`src/sv/salc_pkg.sv`:
```
// ----------------------------------------------------------------------------
// salc_pkg
// Shared types, codes and constants for the set-associative LRU cache model.
// ----------------------------------------------------------------------------
`default_nettype none

package salc_pkg;

  // default geometry
  localparam int MAX_SET_BITS_DEF = 6;
  localparam int WAYS_DEF         = 8;

  // front-to-back queue depth
  localparam int QUEUE_DEPTH = 2;

  // field widths
  localparam int MODE_W    = 2;
  localparam int ADDR_W    = 32;
  localparam int OUTCOME_W = 2;
  localparam int TOTAL_W   = 32;
  localparam int TAG_W     = 32;

  // configuration register widths and limits
  localparam int SETB_W         = 3;
  localparam int BLKB_W         = 5;
  localparam int WAYSU_W        = 4;
  localparam int MAX_BLOCK_BITS = 16;

  // APB
  localparam int PADDR_W = 4;
  localparam int PDATA_W = 32;

  // register indexes
  localparam logic [1:0] REG_SET_BITS    = 2'd0;
  localparam logic [1:0] REG_BLOCK_BITS  = 2'd1;
  localparam logic [1:0] REG_WAYS_IN_USE = 2'd2;

  // register reset values
  localparam logic [SETB_W-1:0]  SET_BITS_RST    = 3'd4;
  localparam logic [BLKB_W-1:0]  BLOCK_BITS_RST  = 5'd4;
  localparam logic [WAYSU_W-1:0] WAYS_IN_USE_RST = 4'd1;

  // access kinds
  localparam logic [MODE_W-1:0] MODE_FETCH  = 2'd0;
  localparam logic [MODE_W-1:0] MODE_LOAD   = 2'd1;
  localparam logic [MODE_W-1:0] MODE_STORE  = 2'd2;
  localparam logic [MODE_W-1:0] MODE_MODIFY = 2'd3;

  // outcome codes
  localparam logic [OUTCOME_W-1:0] OUT_HIT   = 2'd0;
  localparam logic [OUTCOME_W-1:0] OUT_FILL  = 2'd1;
  localparam logic [OUTCOME_W-1:0] OUT_EVICT = 2'd2;

  typedef struct packed {
    logic [SETB_W-1:0]  set_bits;
    logic [BLKB_W-1:0]  block_bits;
    logic [WAYSU_W-1:0] ways_in_use;
  } salc_cfg_t;

  typedef enum logic [1:0] {
    BK_CLEAR,
    BK_READ,
    BK_EXEC,
    BK_SECOND
  } salc_bk_state_t;

endpackage

`default_nettype wire

```
`src/sv/salc_in_if.sv`:
```
// ----------------------------------------------------------------------------
// salc_in_if
// Access channel: one beat carries an access kind and a byte address.
// ----------------------------------------------------------------------------
`default_nettype none

interface salc_in_if;
  import salc_pkg::*;

  logic              valid;
  logic              ready;
  logic [MODE_W-1:0] mode;
  logic [ADDR_W-1:0] address;

  modport source(output valid, output mode, output address, input ready);
  modport sink(input valid, input mode, input address, output ready);

endinterface

`default_nettype wire

```
`src/sv/salc_front.sv`:
```
// ----------------------------------------------------------------------------
// salc_front
// Accepts accesses, drops instruction fetches, splits the address into tag
// and set and pushes the lookup into the queue.
// ----------------------------------------------------------------------------
`default_nettype none

module salc_front #(
  parameter int MAX_SET_BITS = salc_pkg::MAX_SET_BITS_DEF,
  parameter int ENT_W        = 1 + salc_pkg::TAG_W + ((MAX_SET_BITS > 0) ? MAX_SET_BITS : 1)
) (
  input  wire salc_pkg::salc_cfg_t cfg,
  input  wire                      clearing,
  salc_in_if.sink                  req,
  output logic                     push_valid,
  input  wire                      push_ready,
  output logic [ENT_W-1:0]         push_data
);
  import salc_pkg::*;

  localparam int SET_W = (MAX_SET_BITS > 0) ? MAX_SET_BITS : 1;

  logic [4:0]        s_eff;
  logic [4:0]        b_eff;
  logic [5:0]        tag_sh;
  logic [TAG_W-1:0]  tag;
  logic [ADDR_W-1:0] set_full;
  logic [ADDR_W-1:0] set_mask;
  logic [SET_W-1:0]  set_idx;
  logic              is_mod;

  always_comb begin
    s_eff = (int'(cfg.set_bits) > MAX_SET_BITS) ? 5'(MAX_SET_BITS) : 5'(cfg.set_bits);
    b_eff = (int'(cfg.block_bits) > MAX_BLOCK_BITS) ? 5'(MAX_BLOCK_BITS) : cfg.block_bits;
    tag_sh   = 6'(s_eff) + 6'(b_eff);
    tag      = req.address >> tag_sh;
    set_full = req.address >> b_eff;
    set_mask = ~({ADDR_W{1'b1}} << s_eff);
    set_idx  = SET_W'(set_full & set_mask);
    is_mod   = (req.mode == MODE_MODIFY);
  end

  // fetches are taken and dropped, but like everything else wait for a queue slot
  assign req.ready  = push_ready & ~clearing;
  assign push_valid = req.valid & ~clearing & (req.mode != MODE_FETCH);
  assign push_data  = {is_mod, tag, set_idx};

endmodule

`default_nettype wire

```
`src/flat_wrapper.sv`:
```
// flat-port wrapper written by rule: the top's interface ports become plain ports
module salc_front_flat import salc_pkg::*;
#(
  parameter int MAX_SET_BITS = salc_pkg::MAX_SET_BITS_DEF,
  parameter int ENT_W        = 1 + salc_pkg::TAG_W + ((MAX_SET_BITS > 0) ? MAX_SET_BITS : 1)
)
  (cfg, clearing, push_valid, push_ready, push_data, req_valid, req_mode, req_address, req_ready);
  salc_in_if req_i ();
  input  wire salc_pkg::salc_cfg_t cfg;
  input  wire clearing;
  output logic push_valid;
  input  wire push_ready;
  output logic [ENT_W-1:0] push_data;
  input wire logic [$bits(req_i.valid)-1:0] req_valid;
  input wire logic [$bits(req_i.mode)-1:0] req_mode;
  input wire logic [$bits(req_i.address)-1:0] req_address;
  output wire logic [$bits(req_i.ready)-1:0] req_ready;
  assign req_i.valid = req_valid;
  assign req_i.mode = req_mode;
  assign req_i.address = req_address;
  assign req_ready = req_i.ready;
  salc_front #(.MAX_SET_BITS(MAX_SET_BITS), .ENT_W(ENT_W)) u_core (.cfg(cfg), .clearing(clearing), .req(req_i), .push_valid(push_valid), .push_ready(push_ready), .push_data(push_data));
endmodule
```
`config.mk`:
```
export PLATFORM = sky130hd
export DESIGN_NAME = salc_front_flat
export DESIGN_NICKNAME = d
export VERILOG_FILES = /design/src/sv/salc_pkg.sv /design/src/sv/salc_in_if.sv /design/src/sv/salc_front.sv /design/src/flat_wrapper.sv
export SDC_FILE = /design/constraint.sdc
export NUM_CORES = 1
export LEC_CHECK = 0
export ABC_CLOCK_PERIOD_IN_PS = 8800
export BUFFER_PORTS_ARGS = -buffer_cell sky130_fd_sc_hd__clkbuf_2
export CAP_MARGIN = 5
export CORE_MARGIN = 2
export CORE_UTILIZATION = 35
export DETAILED_ROUTE_END_ITERATION = 12
export PLACE_DENSITY = 0.62
export SLEW_MARGIN = 20
export SYNTH_ARGS = -nofsm -noshare
export SYNTH_HDL_FRONTEND = slang
export SYNTH_SLANG_ARGS = --single-unit
export TNS_END_PERCENT = 10
```
`constraint.sdc`:
```
create_clock -name vclk -period 8.8
set_input_delay 0.44 -clock vclk [all_inputs]
set_output_delay 0.44 -clock vclk [all_outputs]
set_load 0.05 [all_outputs]
```
* Word level (Yosys, flattened, before mapping)
Cells that the tools add are included.
** Storage, ports and cells
- Register bits after elaboration :: 0
- Input bits :: 49
- Output and inout bits :: 41
- Word-level logic and storage cells :: 16
** Operators by class
- $add $sub $neg :: 1
- Order comparisons :: 2
- Eq/ne operators :: 1
- Shift-type cells :: 3
- Mux-type cells :: 2
- Bitwise gates (word level) :: 6
- Reductions and logical operators :: 1
** Operator list (count)
- 32-bit by 5-bit left shift with 6-bit output (first input constant) :: 1
- 32-bit by 5-bit right shift with 6-bit output :: 1
- 32-bit by 6-bit right shift with 32-bit output :: 1
- 5-bit by 5-bit adder with 6-bit output :: 1
- 6-bit AND :: 1
- 6-bit inverter :: 1
- 5-bit > comparator (second input constant) :: 1
- 5-bit 2-to-1 mux :: 1
- 1-bit AND :: 3
- 3-bit > comparator (second input constant) :: 1
- 3-bit 2-to-1 mux :: 1
- 2-bit equality test (second input constant) :: 1
- 2-bit nonzero test :: 1
- 1-bit inverter :: 1

* Depth between registers and ports, before layout
- Depth after elaboration :: 5
- Depth in mapped cells :: 15
- Depth with buffers taken out :: 10

* Worst setup path after synthesis
No wires, ideal clock.
- Path type :: input -> output
- Start :: input cfg[5] in the netlist's numbering
- End :: output push_data[9]
- Arrival :: 4.078 ns
- Data required time :: 8.360 ns
- Setup slack :: 4.282 ns
- Stages :: 12
- Path buffers :: 3
- Cells stage by stage :: nor2b_1 -> buf_2 -> buf_2 -> xor2_1 -> ha_1 -> and2_1 -> a211oi_2 -> buf_6 -> mux2i_1 -> mux4_2 -> a22o_1 -> a221oi_1
** On the way
- Word-level cells in the longest chain between the ends :: 4
** RTL lines
- start, declared :: RTL line flat_wrapper.sv:9 : input wire salc_pkg::salc_cfg_t cfg;
- 5-bit > comparator :: RTL line salc_front.sv:34 : b_eff = (int'(cfg.block_bits) > MAX_BLOCK_BITS) ? 5'(MAX_BLOCK_BITS) : cfg.block_bits;
- 5-bit 2-to-1 mux * :: RTL line salc_front.sv:34
- 5-bit by 5-bit adder with 6-bit output * :: RTL line salc_front.sv:35 : tag_sh = 6'(s_eff) + 6'(b_eff);
- 32-bit by 6-bit right shift with 32-bit output * :: RTL line salc_front.sv:36 : tag = req.address >> tag_sh;
- end, declared :: RTL line flat_wrapper.sv:13 : output logic [ENT_W-1:0] push_data;
Mark *: on every way between the ends. The rest lies on a longest branch, timed or not.

* Worst setup path after layout
- Start :: input cfg[8] in the netlist's numbering
- End :: output push_data[6]
The elaborated chain is that of the path after synthesis.

==> out/metrics.yaml <==
run_status:
  status: "complete, no violations"
setup_path:
  slowest_stage: "mux4_2"
  cp.depth: 11
  cp_max_fo: 36
  critPathTopFamily: "buffers and inverters"
  max_stage_delay_ns: 0.74
  startpoint_type: "input pin"
  worstPathCellList: "clkbuf_2 -> nand2b_1 -> inv_4 -> ha_1 -> ha_1 -> buf_4 -> clkinv_1 -> mux4_2 -> a32o_1 -> a211oi_1 -> clkbuf_2"
  cp-end-kind: "primary output"
  path_class: "in2out"
  crit_buf_inv: 5
  cp_data_required_time_ns: 8.36
  cp.arrival_ns: 4.95
synthesis:
  avgSynthCellArea_um2: 9.10
  syn_area_um2: 2830
  yosysWarnings: 0
  synth_top_family_by_area: "multiplexers"
  synth-simple-area-share_pct: 19.2
  muxShareOfSynthArea_pct: 50.5
  ys_seq_area_share_pct: 0
  netlist.top_cell.by_area: "mux4_2"
  synthXorXnorAreaFrac_pct: 2.52
  synthAdderAreaFrac_pct: 1.33
  ys_top_cells_by_area: "mux4_2, mux2i_1, nand2_1, and2_1, a211oi_1"
  yosysUniqueCellTypes: 63
  synth_nets: 363
  synth.top_cell.area_share_pct: 35.8
  netlist_instances: 311
  synth-compound-area-share_pct: 19.1
power_and_ir_drop:
  netSwitchingPower_mw: 0.264
  p_leak_nw: 1.36
  swShare_pct: 65.0
  pwr-share-seq_pct: 0
  pwr-share-clk_pct: 0
  power_report.internal_total_mw: 0.142
  combPwrFrac_pct: 100.0
  power_density_nw_per_um2: 124
  peakVddDrop_mv: 0.0491
drt:
  drt-initial-drc-count: 385
  wl_per_cell_um: 20.3
  drc: 0
  routed_wl_um: 9600
  firstDrtPassIters: 6
  drtAntennaViolNets: 0
  vias: 3108
  avgViaCountPerCell: 6.56
cts:
  post-cts-setup-buffers: 0
  cts_hold_buf: 0
  cts_resized: 0
global_route:
  grt_overflow: 0
  grt_max_degree: 37
  grt_pass1_vias: 2922
  track_usage_pct: 21.7
  grt_pass1_wl_um: 15500
  antenna_found_initial: 0
finish:
  layout-drive-gt1-share_pct: 40.3
  clkbuf_count: 0
  stdcell_count: 474
  area_growth_pct: 15.5
  layout.nets: 426
  antenna_cells: 0
  design.seq.count: 0
  utilization_pct: 42.1
  layout.area.seq_um2: 0
  filler_cell_count: 768
placed_design:
  hpwl_um: 7500
  dpl.cell_count: 474
  portBuffers: 86
  gp_congestion: 0.863
timing:
  setup_viol: 0
  report.final.slew_viol_count: 0
  period_share_pct: 61.2
  max_slew.worst_pin.slew_ns: 0.876
  relSlewSlack_pct: 41.2
  min_period_ns: 5.39
  finalSetupTns_ns: 0
  hold_ws_ns: 1.23
  rsz0062_at_grt: "no"
  hold_viol_final: 0
  max_freq_mhz: 186
floorplanning:
  dieArea_um2: 8820
  initial_utilization_pct: 36.4
  rows: 32
  die_x_um: 93.9
  die_h_um: 93.9
  core_um2: 7770
  io_pins: 90
worst_hold_path:
  hold_path.class: "in2out"
  min_path_cells: 3
job:
  max_cap_violations: 0
tightest hold or removal path: stages:
cell and delay [ns]:
clkbuf_2 0.09, nor2b_1 0.04, clkbuf_2 0.22
power by group through the flow:
| stage | Combinational (mW) | Clock, mW | Sequential, mW |
|---|---|---|---|
| 5_1_grt | 0.430 | 0 | 0 |
| 6_report | 0.405 | 0 | 0 |
| 2_1_floorplan | 0.312 | 0 | 0 |
| 4_1_cts | 0.401 | 0 | 0 |
| 3_3_place_gp | 0.399 | 0 | 0 |
| 3_5_place_dp | 0.401 | 0 | 0 |
metrics by stage:
step	area [um^2]	power, mW	setup slack, ns
after floorplan	2830	0.312	4.28
after global placement	3260	0.399	3.42
after detailed placement	3260	0.401	3.42
after CTS	3260	0.401	3.41
after global routing	3270	0.430	3.06
final	3270	0.405	3.41
cells in the mapped netlist, types with 3 or more instances:
library cell,count
a211oi_2,3
mux2_2,3
a211oi_1,9
o21ai_0,7
mux2i_1,33
nand2_1,39
o22a_1,4
buf_2,8
mux4_2,45
nand2b_1,4
buf_6,3
and3_1,4
a21oi_1,13
clkbuf_1,11
nor3_1,7
nor2_1,18
nand3_1,10
o21a_1,3
and2_1,11
o221ai_1,4
xnor2_1,3
inv_1,5
buf_4,3
nor2b_1,3
nand4_1,3
ha_1,3
layout by cell type, fill, tap and decap left out, types with 4 or more instances in the layout:
cell type | synthesis | routed
inv_1 | 5 | 5
a21oi_1 | 13 | 13
nand2b_1 | 4 | 4
nand3_1 | 10 | 10
o221ai_1 | 4 | 4
a211oi_1 | 9 | 9
nor3_1 | 7 | 7
mux4_2 | 45 | 45
o21ai_0 | 7 | 7
mux2i_1 | 33 | 33
clkbuf_2 | 0 | 86
and2_1 | 11 | 11
and3_1 | 4 | 4
nor2_1 | 18 | 18
nand2_1 | 39 | 39
o22a_1 | 4 | 4
cell families after synthesis:
group                      count (synthesis)
adders and majority gates                  3
buffers and inverters                     36
AOI/OAI and AO/OA                         73
xor gates and xnor gates                   6
and+or+nand+nor                          110
muxes                                     83
layer usage:
layer	wire (um)	vias to the layer above	global-route usage (%)
li1	-	1381	-
met1	3900	1502	30.5
met2	4700	209	35.7
met3	860	16	2.81
met4	147	0	4.83
met5	0	-	0
final cells by class:
class,count,area [um^2],share of cell area [%]
multi-input cells,275,2650,81.0
inverters,8,40.0,1.23
well taps,102,128,3.91
repair buffers,89,453,13.9
final timing paths:
check | slack (ns) | startpoint | to
worst max-delay path | 3.41 | cfg[8] | push_data[6]
worst min-delay path | 1.23 | clearing | req_ready
Note: power is estimated with default switching activity, not from simulation.
