## src/sv/salc_pkg.sv

```systemverilog
// ----------------------------------------------------------------------------
// salc_pkg
// Shared types, codes and constants for the set-associative LRU cache model.
// ----------------------------------------------------------------------------
`default_nettype none

package salc_pkg;

  // default geometry
  localparam int MAX_SET_BITS_DEF = 6;
  localparam int WAYS_DEF         = 8;

  // front-to-back queue depth
  localparam int QUEUE_DEPTH = 2;

  // field widths
  localparam int MODE_W    = 2;
  localparam int ADDR_W    = 32;
  localparam int OUTCOME_W = 2;
  localparam int TOTAL_W   = 32;
  localparam int TAG_W     = 32;

  // configuration register widths and limits
  localparam int SETB_W         = 3;
  localparam int BLKB_W         = 5;
  localparam int WAYSU_W        = 4;
  localparam int MAX_BLOCK_BITS = 16;

  // APB
  localparam int PADDR_W = 4;
  localparam int PDATA_W = 32;

  // register indexes
  localparam logic [1:0] REG_SET_BITS    = 2'd0;
  localparam logic [1:0] REG_BLOCK_BITS  = 2'd1;
  localparam logic [1:0] REG_WAYS_IN_USE = 2'd2;

  // register reset values
  localparam logic [SETB_W-1:0]  SET_BITS_RST    = 3'd4;
  localparam logic [BLKB_W-1:0]  BLOCK_BITS_RST  = 5'd4;
  localparam logic [WAYSU_W-1:0] WAYS_IN_USE_RST = 4'd1;

  // access kinds
  localparam logic [MODE_W-1:0] MODE_FETCH  = 2'd0;
  localparam logic [MODE_W-1:0] MODE_LOAD   = 2'd1;
  localparam logic [MODE_W-1:0] MODE_STORE  = 2'd2;
  localparam logic [MODE_W-1:0] MODE_MODIFY = 2'd3;

  // outcome codes
  localparam logic [OUTCOME_W-1:0] OUT_HIT   = 2'd0;
  localparam logic [OUTCOME_W-1:0] OUT_FILL  = 2'd1;
  localparam logic [OUTCOME_W-1:0] OUT_EVICT = 2'd2;

  typedef struct packed {
    logic [SETB_W-1:0]  set_bits;
    logic [BLKB_W-1:0]  block_bits;
    logic [WAYSU_W-1:0] ways_in_use;
  } salc_cfg_t;

  typedef enum logic [1:0] {
    BK_CLEAR,
    BK_READ,
    BK_EXEC,
    BK_SECOND
  } salc_bk_state_t;

endpackage

`default_nettype wire

```

## src/sv/salc_queue.sv

```systemverilog
// ----------------------------------------------------------------------------
// salc_queue
// Small FIFO that decouples the front from the lookup engine.
// ----------------------------------------------------------------------------
`default_nettype none

module salc_queue #(
  parameter int WIDTH = 8,
  parameter int DEPTH = salc_pkg::QUEUE_DEPTH
) (
  input  wire              clk,
  input  wire              rst,
  input  wire              push_valid,
  output logic             push_ready,
  input  wire [WIDTH-1:0]  push_data,
  output logic             pop_valid,
  input  wire              pop_ready,
  output logic [WIDTH-1:0] pop_data
);

  localparam int PTR_W = (DEPTH > 1) ? $clog2(DEPTH) : 1;
  localparam int CNT_W = $clog2(DEPTH + 1);

  logic [WIDTH-1:0] slots [DEPTH];
  logic [PTR_W-1:0] wr_ptr;
  logic [PTR_W-1:0] rd_ptr;
  logic [CNT_W-1:0] count;
  logic             do_push;
  logic             do_pop;

  assign push_ready = (count != CNT_W'(DEPTH));
  assign pop_valid  = (count != '0);
  assign pop_data   = slots[rd_ptr];
  assign do_push    = push_valid & push_ready;
  assign do_pop     = pop_valid & pop_ready;

  always_ff @(posedge clk) begin
    if (do_push) begin
      slots[wr_ptr] <= push_data;
    end
  end

  always_ff @(posedge clk) begin
    if (rst) begin
      wr_ptr <= '0;
      rd_ptr <= '0;
      count  <= '0;
    end else begin
      if (do_push) begin
        wr_ptr <= (wr_ptr == PTR_W'(DEPTH - 1)) ? '0 : wr_ptr + 1'b1;
      end
      if (do_pop) begin
        rd_ptr <= (rd_ptr == PTR_W'(DEPTH - 1)) ? '0 : rd_ptr + 1'b1;
      end
      if (do_push && !do_pop) begin
        count <= count + 1'b1;
      end else if (do_pop && !do_push) begin
        count <= count - 1'b1;
      end
    end
  end

endmodule

`default_nettype wire

```

## config.mk

```make
export PLATFORM = sky130hd
export DESIGN_NAME = salc_queue
export DESIGN_NICKNAME = d
export VERILOG_FILES = /design/src/sv/salc_pkg.sv /design/src/sv/salc_queue.sv
export SDC_FILE = /design/constraint.sdc
export NUM_CORES = 1
export LEC_CHECK = 0
export BUFFER_PORTS_ARGS = -buffer_cell sky130_fd_sc_hd__buf_2
export CAP_MARGIN = 20
export CORE_ASPECT_RATIO = 0.9
export CORE_MARGIN = 8
export CORE_UTILIZATION = 40
export DETAILED_ROUTE_END_ITERATION = 10
export PLACE_DENSITY = 0.63
export SYNTH_ARGS = -nofsm -noshare
export SYNTH_HDL_FRONTEND = slang
export SYNTH_SLANG_ARGS = --single-unit
export TNS_END_PERCENT = 50
```

## constraint.sdc

```tcl
create_clock -name clk -period 1.7 [get_ports clk]
set_input_delay 0.255 -clock clk [delete_from_list [all_inputs] [get_ports clk]]
set_output_delay 0.255 -clock clk [all_outputs]
set_load 0.005 [all_outputs]
```

# --- After elaboration in Yosys (flattened, before gate mapping) ---
# Memory sizes are Yosys's and may differ from the RTL's. A register that Yosys moved wholly into a read port is not among the register bits.
# Cells that the tools add are included.
totals:
  regBits: 4
  ramBits: 16
  inputBits: 12
  out_inout_bits: 10
  elab_cells: 25
  n_memories: 1
classes:
  n_addsub: 4
  eq_ne: 1
  n_mux: 8
  bitwise_logic: 2
  reduce_logical: 6
memory_table:
  columns: ["memory", "words", "width", "rd", "rd_ports_with_merged_regs", "wr", "line_no", "text"]
  rows:
  - ["slots", 2, 8, 1, 1, 1, "salc_queue.sv:24", "logic [WIDTH-1:0] slots [DEPTH];"]
ops:
  columns: ["op", "count"]
  rows:
  - ["$mux 1", 6]
  - ["$mux 2", 2]
  - ["$reduce_bool 2->1", 2]
  - ["$add 1x1->1 const B", 2]
  - ["$add 2x1->2 const B", 1]
  - ["$and 1x1->1", 2]
  - ["$logic_and 1x1->1", 2]
  - ["$logic_not 1->1", 2]
  - ["$ne 2x2->1 const B", 1]
  - ["$sub 2x1->2 const B", 1]

# --- Logic depth before layout (Yosys ltp) ---
# Gate-level depths: netlist (run 1).
logic_depth:
  word_depth: 6
  ltp_mapped: 6
  mapped_depth_nobuf: 6

# --- Least setup slack after synthesis (run 1) ---
# No wires, ideal clock.
synth_timing:
  path_type: "register to register"
  from: "register count[0]"
  to: "register count[1]"
  setup_time_ns: 0.070
  t_arrival_ns: 1.415
  required_time_ns: 1.630
  slack_ns: 0.215
  path_stages_with_launch: 6
  path_buffers: 0
  synth_period_minus_slack_ns: 1.485
  cell_sequence: "dfxtp_1 > nand2b_4 > and2_1 > ha_1 > or3_1 > a21oi_1"
synth_via:
  elab_chain_cells: 5
  word_cells_on_any_way: 13
  classes_between: "2 x add/sub; 1 x eq/ne; 2 x mux; 2 x bitwise; 6 x reduce/logical"
synth_lines:
  columns: ["element", "line_no", "text"]
  rows:
  - ["start, declared", "salc_queue.sv:27", "logic [CNT_W-1:0] count;"]
  - ["start signal, assigned", "salc_queue.sv:56", "count <= count + 1'b1;"]
  - ["start signal, assigned", "salc_queue.sv:58", "count <= count - 1'b1;"]
  - ["$ne 2x2->1 *", "salc_queue.sv:31", "assign push_ready = (count != CNT_W'(DEPTH));"]
  - ["net push_ready", "salc_queue.sv:14", "output logic push_ready,"]
  - ["$and 1x1->1 *", "salc_queue.sv:34", "assign do_push = push_valid & push_ready;"]
  - ["$logic_not 1->1", "salc_queue.sv:57", "end else if (do_pop && !do_push) begin"]
  - ["$logic_and 1x1->1", "salc_queue.sv:57", null]
  - ["$reduce_bool 2->1 (no line)", null, null]
# The timed path passes the listed nets; every way through them passes the cells marked *. The select of a mux whose other input is x is not followed.
# A chain may end at the register's enable or synchronous reset.

# --- Worst setup path after layout (run 1) ---
layout_timing:
  from: "register count[0]"
  to: "register count[1]"
layout_via:
  elab_chain_cells: 5
  word_cells_on_any_way: 13
  classes_between: "2 x add/sub; 1 x eq/ne; 2 x mux; 2 x bitwise; 6 x reduce/logical"
layout_lines:
  columns: ["element", "line_no"]
  rows:
  - ["$ne 2x2->1 or $reduce_bool 2->1 (tied branches)", "salc_queue.sv:31, salc_queue.sv:32"]
  - ["$and 1x1->1, on equally long branches", "salc_queue.sv:34, salc_queue.sv:35"]
  - ["$logic_not 1->1, on equally long branches", "salc_queue.sv:57, salc_queue.sv:55"]
  - ["$logic_and 1x1->1, on equally long branches", "salc_queue.sv:57, salc_queue.sv:55"]
  - ["$reduce_bool 2->1 (no line) or $mux 2 (tied branches)", null]
# Parallel ways exist; a longest one is shown, timed or not. The select of a mux whose other input is x is not followed.

==> results.json, run 1 <==
{
  "antenna_left": 0,
  "period_minus_slack_ns": 1.58,
  "fp.dieW_um": 63.3,
  "rows": 15,
  "grt_pass1_vias": 496,
  "cts_htree_levels": 1,
  "vias_per_cell": 4.84,
  "rsz0062_at_grt": "no",
  "grt_use_total_pct": 7.31,
  "die_area_um2": 3710,
  "slew_headroom_pct": 73.9,
  "synth_area_leaders": "edfxtp_1, dfxtp_1, mux2_2",
  "syn-cell-area_um2": 806,
  "multiInputGateArea_um2": 216,
  "grt_max_degree": 13,
  "syn_area_per_cell_um2": 16.4,
  "drc": 0,
  "synth_nets": 62,
  "hold_buffers": 0,
  "postCtsSetupBuffers": 0,
  "ys_seq_area_share_pct": 72.0,
  "grt_overflow_total": 0,
  "clk_pin_slew_ns": 0.11,
  "wl_per_cell_um": 14.0,
  "die-height_um": 58.6,
  "start_util_pct": 42.1,
  "layout-drive-gt1-share_pct": 50.7,
  "clkSinkCount": 21,
  "clk_latency_ns": 0.29,
  "synth_top_area_share_pct": 59.6,
  "cts_resized": 0,
  "setup_viol": 0,
  "regArea_um2": 582,
  "antenna_found_initial": 0,
  "port_buffers": 21,
  "peakVddDrop_mv": 0.805,
  "hold_path.class": "in2reg",
  "cts_tree": "yes",
  "yosys_warnings": 0,
  "drtIter0Drc": 8,
  "clock_skew_ns": 0.00571,
  "path_class": "reg2reg",
  "layout_common_cells": "buf_2, edfxtp_1, mux2_2",
  "fin_nets": 87,
  "cp.required_ns": 1.93,
  "ys_ff_latch": 21,
  "drv_slew": 0,
  "finalHoldViolCount": 0,
  "io_pins": 22,
  "num_vias": 474,
  "powerDensity_nw_per_um2": 1380,
  "place_congestion": 0.632,
  "area_growth_pct": 19.9,
  "fin_crit_sh_pct": 93.2,
  "dp_hpwl_um": 1060,
  "cts_made_buffers": 3,
  "coreArea_um2": 1910,
  "timing.fmax_ghz": 0.631,
  "p_leak_nw": 0.385,
  "crit_path_start_kind": "flop",
  "endpoint_kind": "flop",
  "cp_data_arrival_time_ns": 1.81,
  "netlist-cell-type-count": 17,
  "clk_path_buf_depth": 2,
  "nFillCells": 175,
  "status": "finished, final reports clean",
  "cp_max_fo": 5,
  "final_common_cell": "buf_2",
  "yosys.area.top_type": "edfxtp_1",
  "grt_pass1_wl_um": 2120,
  "first_pass_iters": 4,
  "root_buffer": "clkbuf_4",
  "syn_inst": 49,
  "antenna_cells": 0,
  "max-cap-violations": 0,
  "totalNegativeSetupSlack_ns": 0,
  "wirelength_um": 1370,
  "tightest_slew_ns": 0.392,
  "fin_util_pct": 50.5
}
synthesized netlist by cell type, drive strengths merged:
cell type / number
edfxtp: 16
a21oi: 2
xor2: 3
and3: 1
or3: 1
or2: 1
o21ai: 2
buf: 1
nand3b: 1
mux2: 8
dfxtp: 5
nand2b: 1
nor2: 3
ha: 1
inv: 1
and2: 1
a21bo: 1
layout make-up:
cell class | count | area share, %
Clock inverter | 1 | 0.518
Sequential cell | 21 | 60.2
Timing Repair Buffer | 21 | 10.9
Tap cell | 25 | 3.24
Multi-Input combinational cell | 26 | 22.4
Inverter | 1 | 0.389
Clock buffer | 3 | 2.33
sequential cells by signal, indices dropped and copies added, names as in the netlist, named ones only:
register	flops
slots	16
rd_ptr	1
count	2
wr_ptr	1
final timing paths:
path | startpoint | end | slack (ns) | cells past startpoint
hold reg to reg | rd_ptr | rd_ptr | 0.53 | 2
setup / recovery | count[0] | count[1] | 0.12 | 5
hold / removal | push_data[0] | slots[1][0] | 0.14 | 1
setup reg to reg | count[0] | count[1] | 0.12 | 5
report_power, final:
part / internal [mW] / total, mW / switching [mW] / leakage [nW]
combinational: 0.214 / 0.379 / 0.165 / 0.176
sequential: 0.653 / 0.726 / 0.0730 / 0.191
clock: 0.0875 / 0.228 / 0.141 / 0.0177
total: 0.955 / 1.33 / 0.379 / 0.385
critical path, cell delays in order, from the launching register on:
cell and delay [ns]:
dfxtp_1 0.37, nand2b_4 0.17, and2_1 0.16, ha_1 0.30, or3_1 0.37, a21oi_1 0.14
routing by layer:
layer / GRT usage, % / vias up / share of wire [%] / wire length [um]
met4: 1.90 / 0 / 0.73 / 10
met1: 6.91 / 230 / 40 / 545
met2: 13.6 / 15 / 52 / 719
met3: 3.98 / 2 / 7.1 / 98
met5: 0 / - / 0 / 0
li1: - / 227 / - / -
logic make-up after synthesis:
family / share of synthesized area [%]
xor+xnor: 3.26
simple gates: 7.14
buf+inv: 1.09
mux: 11.2
flops: 72.1
compound gates: 3.73
fa+ha+maj: 1.55
through the flow:
stage          setup slack (ns)  cell area (um^2)  instances  power, mW  hold WS [ns]
2_1_floorplan             0.215               806         49      0.974         0.324
4_1_cts                  0.0497               965         98       1.35         0.132
5_1_grt                  0.0248               966         98       1.42         0.118
3_3_place_gp              0.197               937         94       1.10         0.444
3_5_place_dp              0.122               937         94       1.12         0.449
6_report                  0.115               966         98       1.33         0.139
(Power assumes the default switching activity.)
==> run 2, diff against run 1 <==
--- a/config.mk
+++ b/config.mk
@@ -12,6 +12,7 @@
 export CORE_UTILIZATION = 40
 export DETAILED_ROUTE_END_ITERATION = 10
 export PLACE_DENSITY = 0.63
+export REMOVE_ABC_BUFFERS = 1
 export SYNTH_ARGS = -nofsm -noshare
 export SYNTH_HDL_FRONTEND = slang
 export SYNTH_SLANG_ARGS = --single-unit
==> results.json, run 2 (same netlist as run 1, synthesis figures left out) <==
{
  "status": "finished, final reports clean",
  "hold_buffers": 0,
  "fp.dieW_um": 63.3,
  "clkSinkCount": 21,
  "slew_headroom_pct": 74.6,
  "totalNegativeSetupSlack_ns": 0,
  "post-place-ws_ns": 0.152,
  "largest_register_ffs": 16,
  "area_growth_pct": 19.9,
  "io_pins": 22,
  "antenna_left": 0,
  "root_buffer": "clkbuf_4",
  "reg2reg_depth": 5,
  "startpoint": "count[0]",
  "period_minus_slack_ns": 1.56,
  "die-height_um": 58.6,
  "cp_max_fo": 5,
  "nFillCells": 181,
  "r2r-end": "count[1]",
  "layout-drive-gt1-share_pct": 50.7,
  "final_common_cell": "buf_2",
  "p_leak_nw": 0.385,
  "peakVddDrop_mv": 0.865,
  "reg_top3": "slots (16), count (2)",
  "fin_crit_sh_pct": 91.7,
  "first_pass_iters": 2,
  "clock_skew_ns": 0.00650,
  "wl_per_cell_um": 13.7,
  "hold_slack_ns": 0.135,
  "grt_overflow_total": 0,
  "fin_nets": 87,
  "start_util_pct": 42.1,
  "clk_path_buf_depth": 2,
  "hold_path.class": "in2reg",
  "timing.fmax_ghz": 0.642,
  "rows": 15,
  "drtIter0Drc": 21,
  "final.setup.worst_slack_ns": 0.141,
  "regMostFlops": "slots",
  "antenna_cells": 0,
  "wirelength_um": 1350,
  "drv_slew": 0,
  "max-cap-violations": 0,
  "clk_latency_ns": 0.30,
  "endpoint_kind": "flop",
  "cts_htree_levels": 1,
  "coreArea_um2": 1910,
  "antenna_found_initial": 0,
  "layout_common_cells": "buf_2, edfxtp_1, mux2_2",
  "die_area_um2": 3710,
  "vias_per_cell": 4.55,
  "cts_made_buffers": 3,
  "port_buffers": 21,
  "clk_pin_slew_ns": 0.11,
  "r2r_slack_ns": 0.14,
  "path_class": "reg2reg",
  "power_mw": 1.33,
  "cp_data_arrival_time_ns": 1.79,
  "crit_path_start_kind": "flop",
  "finalHoldViolCount": 0,
  "r2r_start": "count[0]",
  "tightest_slew_ns": 0.381,
  "grt_max_degree": 13,
  "powerDensity_nw_per_um2": 1370,
  "rsz0062_at_grt": "no",
  "crit_end": "count[1]",
  "grt_use_total_pct": 8.04,
  "cts_tree": "yes",
  "place_congestion": 0.626,
  "grt_pass1_vias": 495,
  "setup_viol": 0,
  "grt_pass1_wl_um": 2260,
  "dp_hpwl_um": 992,
  "num_vias": 446,
  "drc": 0,
  "cp.required_ns": 1.93
}
run 2: cell type report:
type | count | area (um^2) | share of cell area [%]
flip-flops and latches | 21 | 582 | 60.2
repair buffers | 21 | 105 | 10.9
well taps | 25 | 31.3 | 3.24
clock inverters | 1 | 5.00 | 0.518
clock buffers | 3 | 22.5 | 2.33
multi-input cells | 26 | 216 | 22.4
inverters | 1 | 3.75 | 0.389
run 2: worst min-delay path by stage:
stage / cells past startpoint / from / to / slack, ns
finish: 1 / push_data[2] / slots[0][2] / 0.14
CTS: 1 / push_data[6] / slots[0][6] / 0.12
detailed placement: 1 / push_data[6] / slots[1][6] / 0.45
global placement: 1 / push_data[5] / slots[0][5] / 0.44
floorplan: 1 / rst / count[1] / 0.32
global route: 1 / push_data[1] / slots[1][1] / 0.11
run 2: where the power goes:
| part | internal, mW | total [mW] | switching [mW] |
|---|---|---|---|
| clock network | 0.0876 | 0.231 | 0.144 |
| logic | 0.212 | 0.373 | 0.161 |
| registers | 0.653 | 0.722 | 0.0689 |
run 2: through the flow:
step | std cells | util, % | instance area [um^2]
2_1_floorplan | 48 | - | 801
3_3_place_gp | 94 | 49.0 | 937
3_5_place_dp | 94 | 49.0 | 937
4_1_cts | 98 | 50.4 | 965
5_1_grt | 98 | 50.5 | 966
6_report | 98 | 50.5 | 966
run 2: what timing repair did:
item                                    CTS  global route
gates resized for setup                   0             1
buffers inserted                          0             0
endpoints found under the setup margin    0             8
run 2: routing by layer:
layer / wire length (um) / GRT usage [%] / vias up
li1: - / - / 227
met4: 14 / 2.86 / 0
met3: 100 / 5.30 / 2
met2: 626 / 13.3 / 13
met1: 604 / 8.05 / 204
met5: 0 / 0 / -
run 2: critical path, cell delays in order, from the launching register on:
cell      delay, ns
dfxtp_1        0.37
nand2b_4       0.17
and2_1         0.16
ha_1           0.30
or3_1          0.37
a21oi_1        0.14
